### config.mk
export PLATFORM = sky130hd
export DESIGN_NAME = utf8_cyrillic_to_display_code
export DESIGN_NICKNAME = d
export VERILOG_FILES = /design/src/sv/u8cy_pkg.sv /design/src/sv/u8cy_decode.sv /design/src/sv/u8cy_outq.sv /design/src/sv/utf8_cyrillic_to_display_code.sv
export SDC_FILE = /design/constraint.sdc
export NUM_CORES = 1
export LEC_CHECK = 0
export ABC_AREA = 1
export BUFFER_PORTS_ARGS = -buffer_cell sky130_fd_sc_hd__buf_4
export CAP_MARGIN = 20
export CORE_MARGIN = 3
export CORE_UTILIZATION = 60
export DETAILED_ROUTE_END_ITERATION = 12
export GPL_ROUTABILITY_DRIVEN = 0
export PLACE_DENSITY = 0.84
export SLEW_MARGIN = 30
export SYNTH_ARGS = -nofsm -noshare
export SYNTH_HDL_FRONTEND = slang
export SYNTH_HIERARCHICAL = 1
export SYNTH_SLANG_ARGS = --single-unit
### constraint.sdc
create_clock -name clock -period 4.67 [get_ports clock]
set_input_delay 0.2335 -clock clock [delete_from_list [all_inputs] [get_ports clock]]
set_output_delay 0.2335 -clock clock [all_outputs]
set_load 0.005 [all_outputs]
### src/sv/u8cy_pkg.sv
// Shared types, constants and code tables for the UTF-8 Cyrillic display code translator.
`timescale 1ns / 1ps

package u8cy_pkg;

   localparam logic [7:0] LEAD_D0      = 8'hD0;
   localparam logic [7:0] LEAD_D1      = 8'hD1;
   localparam logic [7:0] D0_TAB_LO    = 8'h90;
   localparam logic [7:0] D0_TAB_HI    = 8'hBF;
   localparam logic [7:0] D1_TAB_LO    = 8'h80;
   localparam logic [7:0] D1_TAB_HI    = 8'h8F;
   localparam logic [7:0] D0_IO_TRAIL  = 8'h81;
   localparam logic [7:0] D1_IO_TRAIL  = 8'h91;
   localparam logic [7:0] CODE_IO_UP   = 8'hCB;
   localparam logic [7:0] CODE_IO_LOW  = 8'hEB;

   // Output queue geometry.
   localparam int unsigned QDEPTH = 4;
   localparam int unsigned QPTR_W = $clog2(QDEPTH);
   localparam int unsigned QCNT_W = $clog2(QDEPTH + 1);

   typedef struct packed {
      logic [7:0] code;
      logic       last;
   } disp_word_type;

   typedef struct packed {
      logic [1:0]    word_cnt;      // words produced by this byte: 0, 1 or 2
      disp_word_type word0;         // first word in stream order
      disp_word_type word1;         // second word, only when word_cnt is 2
      logic          lead_held_nxt;
      logic          lead_is_d1_nxt;
   } decode_type;

   // Table for lead 0xD0, trail bytes 0x90..0xBF.
   function automatic logic [7:0] tab_d0(input logic [5:0] idx);
      logic [7:0] code;
      case (idx)
         6'd0:  code = 8'h41;  6'd1:  code = 8'h08;  6'd2:  code = 8'h42;  6'd3:  code = 8'h09;
         6'd4:  code = 8'h0a;  6'd5:  code = 8'h45;  6'd6:  code = 8'h0b;  6'd7:  code = 8'h0c;
         6'd8:  code = 8'h0d;  6'd9:  code = 8'h0e;  6'd10: code = 8'h4b;  6'd11: code = 8'h0f;
         6'd12: code = 8'h4d;  6'd13: code = 8'h48;  6'd14: code = 8'h4f;  6'd15: code = 8'h10;
         6'd16: code = 8'h50;  6'd17: code = 8'h43;  6'd18: code = 8'h54;  6'd19: code = 8'h11;
         6'd20: code = 8'h12;  6'd21: code = 8'h58;  6'd22: code = 8'h13;  6'd23: code = 8'h14;
         6'd24: code = 8'h15;  6'd25: code = 8'h16;  6'd26: code = 8'h17;  6'd27: code = 8'h18;
         6'd28: code = 8'h19;  6'd29: code = 8'h1a;  6'd30: code = 8'h1b;  6'd31: code = 8'h1c;
         6'd32: code = 8'h61;  6'd33: code = 8'h1d;  6'd34: code = 8'h1e;  6'd35: code = 8'h1f;
         6'd36: code = 8'h80;  6'd37: code = 8'h65;  6'd38: code = 8'h81;  6'd39: code = 8'h82;
         6'd40: code = 8'h83;  6'd41: code = 8'h84;  6'd42: code = 8'h85;  6'd43: code = 8'h86;
         6'd44: code = 8'h87;  6'd45: code = 8'h88;  6'd46: code = 8'h6f;  6'd47: code = 8'h89;
         default: code = 8'h00;
      endcase
      return code;
   endfunction

   // Table for lead 0xD1, trail bytes 0x80..0x8F.
   function automatic logic [7:0] tab_d1(input logic [3:0] idx);
      logic [7:0] code;
      case (idx)
         4'd0:  code = 8'h70;  4'd1:  code = 8'h8a;  4'd2:  code = 8'h8b;  4'd3:  code = 8'h79;
         4'd4:  code = 8'h8d;  4'd5:  code = 8'h78;  4'd6:  code = 8'h8e;  4'd7:  code = 8'h8f;
         4'd8:  code = 8'h90;  4'd9:  code = 8'h91;  4'd10: code = 8'h92;  4'd11: code = 8'h93;
         4'd12: code = 8'h94;  4'd13: code = 8'h95;  4'd14: code = 8'h96;  4'd15: code = 8'h97;
         default: code = 8'h00;
      endcase
      return code;
   endfunction

endpackage

### src/sv/u8cy_decode.sv
// Byte decoder: maps one UTF-8 byte and the held lead state to zero, one or two display words.
`timescale 1ns / 1ps

module u8cy_decode
   import u8cy_pkg::*;
(
   input  logic [7:0]  in_byte,
   input  logic        in_eos,
   input  logic        lead_held,
   input  logic        lead_is_d1,
   output decode_type  dec
);

   logic [7:0] d0_off;
   logic       hit;
   logic [7:0] hit_code;
   logic       is_lead;
   logic       hold_new;

   assign d0_off  = in_byte - D0_TAB_LO;
   assign is_lead = (in_byte == LEAD_D0) || (in_byte == LEAD_D1);
   assign hold_new = is_lead && !in_eos;

   // Trail byte match against the held lead.
   always_comb begin
      hit      = 1'b0;
      hit_code = 8'h00;
      if (!lead_is_d1) begin
         if (in_byte inside {[D0_TAB_LO:D0_TAB_HI]}) begin
            hit      = 1'b1;
            hit_code = tab_d0(d0_off[5:0]);
         end else if (in_byte == D0_IO_TRAIL) begin
            hit      = 1'b1;
            hit_code = CODE_IO_UP;
         end
      end else begin
         if (in_byte inside {[D1_TAB_LO:D1_TAB_HI]}) begin
            hit      = 1'b1;
            hit_code = tab_d1(in_byte[3:0]);
         end else if (in_byte == D1_IO_TRAIL) begin
            hit      = 1'b1;
            hit_code = CODE_IO_LOW;
         end
      end
   end

   always_comb begin
      dec                = '0;
      dec.word1          = '{code: in_byte, last: in_eos};
      dec.lead_held_nxt  = hold_new;
      dec.lead_is_d1_nxt = hold_new && (in_byte == LEAD_D1);
      if (lead_held && hit) begin
         // Complete two-byte character.
         dec.word_cnt       = 2'd1;
         dec.word0          = '{code: hit_code, last: in_eos};
         dec.lead_held_nxt  = 1'b0;
         dec.lead_is_d1_nxt = 1'b0;
      end else if (lead_held) begin
         // Unmatched pair: the held lead goes out first, then this byte is handled anew.
         dec.word0    = '{code: (lead_is_d1 ? LEAD_D1 : LEAD_D0), last: 1'b0};
         dec.word_cnt = hold_new ? 2'd1 : 2'd2;
      end else begin
         dec.word0    = '{code: in_byte, last: in_eos};
         dec.word_cnt = hold_new ? 2'd0 : 2'd1;
      end
   end

endmodule

### src/sv/u8cy_outq.sv
// Small output queue that takes up to two display words per cycle and delivers one while out_ready is high.
`timescale 1ns / 1ps

module u8cy_outq
   import u8cy_pkg::*;
(
   input  logic          clock,
   input  logic          reset,
   input  logic [1:0]    push_cnt,
   input  disp_word_type push_word0,
   input  disp_word_type push_word1,
   output logic          room2,
   output logic          out_valid,
   input  logic          out_ready,
   output disp_word_type out_word
);

   disp_word_type            entry_ff [QDEPTH];
   logic [QPTR_W-1:0]        wr_ptr_ff, wr_ptr_in;
   logic [QPTR_W-1:0]        rd_ptr_ff, rd_ptr_in;
   logic [QCNT_W-1:0]        count_ff, count_in;
   logic [QPTR_W-1:0]        wr_ptr_p1;
   logic                     pop;

   assign wr_ptr_p1 = wr_ptr_ff + QPTR_W'(1);
   assign out_valid = (count_ff != '0);
   assign out_word  = entry_ff[rd_ptr_ff];
   assign pop       = out_valid && out_ready;
   assign room2     = (count_ff <= QCNT_W'(QDEPTH - 2));

   assign wr_ptr_in = wr_ptr_ff + QPTR_W'(push_cnt);
   assign rd_ptr_in = rd_ptr_ff + QPTR_W'(pop);
   assign count_in  = count_ff + QCNT_W'(push_cnt) - QCNT_W'(pop);

   always_ff @(posedge clock) begin
      if (reset) begin
         wr_ptr_ff <= '0;
         rd_ptr_ff <= '0;
         count_ff  <= '0;
      end else begin
         wr_ptr_ff <= wr_ptr_in;
         rd_ptr_ff <= rd_ptr_in;
         count_ff  <= count_in;
      end
   end

   always_ff @(posedge clock) begin
      if (push_cnt != 2'd0) begin
         entry_ff[wr_ptr_ff] <= push_word0;
      end
      if (push_cnt == 2'd2) begin
         entry_ff[wr_ptr_p1] <= push_word1;
      end
   end

   a_count_bound: assert property (@(posedge clock) disable iff (reset)
      count_ff <= QCNT_W'(QDEPTH))
      else $error("output queue count exceeds depth");

   a_push_has_room: assert property (@(posedge clock) disable iff (reset)
      (push_cnt != 2'd0) |-> room2)
      else $error("push into output queue without room for two words");

   a_fill_tracks_ptrs: assert property (@(posedge clock) disable iff (reset)
      (count_ff != QCNT_W'(QDEPTH)) |-> (count_ff[QPTR_W-1:0] == QPTR_W'(wr_ptr_ff - rd_ptr_ff)))
      else $error("output queue count disagrees with pointers");

endmodule

### src/sv/utf8_cyrillic_to_display_code.sv
// Top level of the UTF-8 Cyrillic to one-byte display code translator.
`timescale 1ns / 1ps

// This block reads a UTF-8 text stream one byte per word on the req_ side and writes the
// display's one-byte character codes on the rsp_ side. A lead byte 0xD0 or 0xD1 is held until
// the next byte; D0 90..BF and D1 80..8F map through the Cyrillic tables, D0 81 gives 0xCB and
// D1 91 gives 0xEB, and any other pair passes the held lead through unchanged before the
// current byte is handled as a fresh byte. Every other byte passes through unchanged. req_tlast
// marks the final byte of a string; a lead byte held at that point is flushed, and rsp_tlast is
// set on the final code of the string. A byte is registered in the input stage on acceptance
// and decoded from there into a four-word output queue. One byte is accepted per cycle as long
// as the queue has room for two words. A byte that breaks an unmatched pair yields two words,
// but a lead byte that yielded no word always comes before it, so the words never outrun the
// bytes. With rsp_tready held high the queue never holds more than two words after a push and
// req_tready stays high, so bytes are taken back to back. Only a receiver that stalls fills the
// queue and drops req_tready.

module utf8_cyrillic_to_display_code
   import u8cy_pkg::*;
(
   input  logic       clock,
   input  logic       reset,
   input  logic       req_tvalid,
   output logic       req_tready,
   input  logic [7:0] req_tdata,   // [7:0] in_byte
   input  logic       req_tlast,   // end_of_string
   output logic       rsp_tvalid,
   input  logic       rsp_tready,
   output logic [7:0] rsp_tdata,   // [7:0] out_code
   output logic       rsp_tlast    // last
);

   // Input register stage.
   logic       s1_valid_ff, s1_valid_in;
   logic [7:0] s1_byte_ff;
   logic       s1_eos_ff;

   // Lead byte state.
   logic       lead_held_ff, lead_held_in;
   logic       lead_is_d1_ff, lead_is_d1_in;

   decode_type    dec;
   disp_word_type out_word;
   logic          room2;
   logic          s1_fire;
   logic          req_fire;
   logic [1:0]    push_cnt;

   assign s1_fire    = s1_valid_ff && room2;
   assign req_tready = !s1_valid_ff || room2;
   assign req_fire   = req_tvalid && req_tready;
   assign push_cnt   = s1_fire ? dec.word_cnt : 2'd0;

   assign s1_valid_in   = req_fire || (s1_valid_ff && !s1_fire);
   assign lead_held_in  = s1_fire ? dec.lead_held_nxt  : lead_held_ff;
   assign lead_is_d1_in = s1_fire ? dec.lead_is_d1_nxt : lead_is_d1_ff;

   always_ff @(posedge clock) begin
      if (reset) begin
         s1_valid_ff   <= 1'b0;
         lead_held_ff  <= 1'b0;
         lead_is_d1_ff <= 1'b0;
      end else begin
         s1_valid_ff   <= s1_valid_in;
         lead_held_ff  <= lead_held_in;
         lead_is_d1_ff <= lead_is_d1_in;
      end
   end

   // Payload of the input stage loads whenever a new word is accepted.
   always_ff @(posedge clock) begin
      if (req_fire) begin
         s1_byte_ff <= req_tdata;
         s1_eos_ff  <= req_tlast;
      end
   end

   u8cy_decode u_decode (
      .in_byte    (s1_byte_ff),
      .in_eos     (s1_eos_ff),
      .lead_held  (lead_held_ff),
      .lead_is_d1 (lead_is_d1_ff),
      .dec        (dec)
   );

   u8cy_outq u_outq (
      .clock      (clock),
      .reset      (reset),
      .push_cnt   (push_cnt),
      .push_word0 (dec.word0),
      .push_word1 (dec.word1),
      .room2      (room2),
      .out_valid  (rsp_tvalid),
      .out_ready  (rsp_tready),
      .out_word   (out_word)
   );

   assign rsp_tdata = out_word.code;
   assign rsp_tlast = out_word.last;

   // The end of a string always leaves nothing held.
   a_eos_clears_lead: assert property (@(posedge clock) disable iff (reset)
      (s1_fire && s1_eos_ff) |=> !lead_held_ff)
      else $error("lead byte still held after end of string");

   // The D1 flag only has meaning while a lead is held.
   a_d1_implies_held: assert property (@(posedge clock) disable iff (reset)
      lead_is_d1_ff |-> lead_held_ff)
      else $error("lead_is_d1 set with no lead held");

   // A byte that stays in the input stage is not overwritten.
   a_stage_holds: assert property (@(posedge clock) disable iff (reset)
      (s1_valid_ff && !room2) |=> (s1_valid_ff && $stable(s1_byte_ff) && $stable(s1_eos_ff)))
      else $error("stalled input stage lost its byte");

   // Holding a new lead produces no word for it in the same step.
   a_hold_one_word_max: assert property (@(posedge clock) disable iff (reset)
      (s1_fire && dec.lead_held_nxt) |-> (dec.word_cnt != 2'd2))
      else $error("new lead held while two words were produced");

endmodule

==> reports/results.ini <==
[synth]
syn-num-nets=536
syn_area_mm2=0.00396
yosysWarnings=6
ys_seq_area_share_pct=39.2
syn_area_per_cell_um2=7.82
synth_cell_type_count=35
ys_ff_latch=55
syn_inst=507

[clock_network]
cts_hold_buf=0
path_clk_slew_ns=0.10
clock_path_buffers=2
h-tree-depth=2
postCtsSetupRepairBufs=0
cts_root_buf=clkbuf_8
cts.sinks=55
numCtsBuffers=5
clk_latency_ns=0.31
ctsResizeCount=0
cts_tree=built

[sta]
skew_ns=0.00880
max_slew_margin_pct=47.4
fin_setup_tns_ns=0
setup_viol=0
period_needed_ns=3.28
setup_ws_ns=1.39
min_period_over_period_pct=70.1
hold_viol=0
rsz0062_at_grt=false
finalMaxSlewViolations=0
worst_pin_slew_ns=0.789
fmax_mhz=305

[floorplanning]
rows=28
core_area_mm2=0.00617
start_util_pct=64.3
ios=24
dieWidth_um=87.3
die_h_um=87.3
die-area_mm2=0.00762

[detailed_routing]
drtAntennaViolNets=0
finalWirelength_um=8150
drt_iter0_markers=265
drcViolationCount=0
dr.pass1.iters=5
drt-vias-per-instance=5.66
vias=3352
wl_per_cell_um=13.8

[global_route]
grt.total_usage_pct=22.4
grt_pass1_wl_um=13600
grt_pass1_vias=3024
grt.overflow.total=0
grt_antenna_before_repair=0
grt_start_max_net_pins=22

[cells_and_area]
final_cell_mix=138 x nand2_1, 55 x nor2_1, 50 x inv_1, 45 x edfxtp_1, 28 x o21ai_0
seq_area_mm2=0.00155
layout-drive-gt1-share_pct=16.1
fillers=520
fin_cells=592
synthToLayoutAreaGrowth_pct=5.05
layout.nets=545
final_area_mm2=0.00416
mostFrequentLayoutCell=nand2_1
multiInputGateArea_mm2=0.00199
diodes=0

[critical_path]
critPathKind=reg2reg
worstSetupEndpointType=flop
cp.arrival_ns=3.52
cp_data_required_time_ns=4.91
worst-path-max-fanout=11
cp-start-kind=flop

[power]
cellPowerDensity_mw_per_mm2=372
leakagePower_uw=0.00187
peakVddDrop_uv=215

[worst_hold_path]
hold_path_class=in2reg

[outcome]
outcome=complete, no violations

[placement]
place_ws_ns=1.40
dpl.hpwl_um=6320
port_buffers=23
place_area_mm2=0.00406
dp_cells=584

[job]
cap_violations=0

Yosys cell counts:
master      n  share of area [%]
nand2_2     7                1.1
nand2_4     2               0.57
edfxtp_1   45                 34
nor2_8      1               0.51
nor2_4      2               0.57
xnor2_1     3               0.66
nor3_1      1               0.13
o31ai_1     4               0.76
buf_2       3               0.38
o21ai_0    28                3.5
o22ai_1    11                1.7
or2_1       1               0.16
nand2_8     1               0.51
nand4_1     2               0.32
nor2_1     55                5.2
nand3_1    22                2.8
nand3_2     2               0.51
dfxtp_1    10                5.1
inv_2       8               0.76
a21oi_1    20                2.5
o21ai_2    15                3.3
o211ai_1    3               0.57
fa_1        1               0.51
nand3_4     6                2.7
ha_1       15                4.7
o21ai_1    24                3.0
a21oi_2     1               0.22
buf_6       8                2.3
nand2_1   138                 13
inv_6       1               0.22
xor2_1      1               0.22
inv_1      50                4.7
buf_4      10                1.9
clkbuf_1    4               0.38
nor2_2      2               0.32
path summary, 6_finish.rpt:
path                                    start                  to  slack [ns]  cells after the start
worst max register to register  s1_byte_ff[1]  u_outq/count_ff[2]        1.39                     15
worst min-delay path             req_tdata[1]       s1_byte_ff[1]        0.09                      1
worst max-delay path            s1_byte_ff[1]  u_outq/count_ff[2]        1.39                     15
worst min register to register    s1_valid_ff         s1_valid_ff        0.53                      2
where the power goes:
part	internal [µW]	switching (µW)
sequential	608	77.0
combinational	236	352
clock	121	156
worst max-delay path, stage by stage (launching register included):
cell and delay (ns):
edfxtp_1 0.57, inv_1 0.23, ha_1 0.32, nand2_2 0.12
a21oi_1 0.20, inv_1 0.07, ha_1 0.27, or2_1 0.09
inv_1 0.03, nor2_1 0.41, ha_1 0.23, inv_1 0.05
fa_1 0.38, inv_1 0.07, nand2_1 0.05, a21oi_1 0.12
flip-flops by register name (all words and copies together), names as in the netlist:
register,cells
s1_valid_ff,1
u_outq/wr_ptr_ff,2
s1_byte_ff,8
u_outq/entry_ff,36
u_outq/count_ff,3
u_outq/rd_ptr_ff,2
lead_held_ff,1
s1_eos_ff,1
lead_is_d1_ff,1
logic make-up (layout without fill, tap and decap cells):
logic type,count (synthesis),count (layout),share of synthesized area (%)
simple gates,242,242,28.4
flops,55,55,39.2
xor+xnor,4,4,0.884
buf+inv,84,94,10.6
compound gates,106,106,15.7
fa+ha+maj,16,16,5.24
final cells by class:
class,instances,area share (%)
multi-input combinational,368,47.8
sequential,55,37.3
inverter,59,5.44
timing repair buffer,27,4.87
tap,75,2.25
clock buffer,6,1.98
clock inverter,2,0.391
through the flow:
step	total power, µW	util, %	hold WS (ns)
finish	1550	67.5	0.0914
global placement	1250	65.9	0.411
global route	1670	67.5	0.0764
CTS	1550	67.5	0.0850
detailed placement	1280	65.9	0.413
floorplan	1110	-	0.300
layer usage:
layer	part of all wire, %	track usage [%]
met1	42	29.1
met2	47	37.4
met3	9.2	3.97
met4	2.0	8.23
met5	0	0
Power figures use the tool's default switching activity.
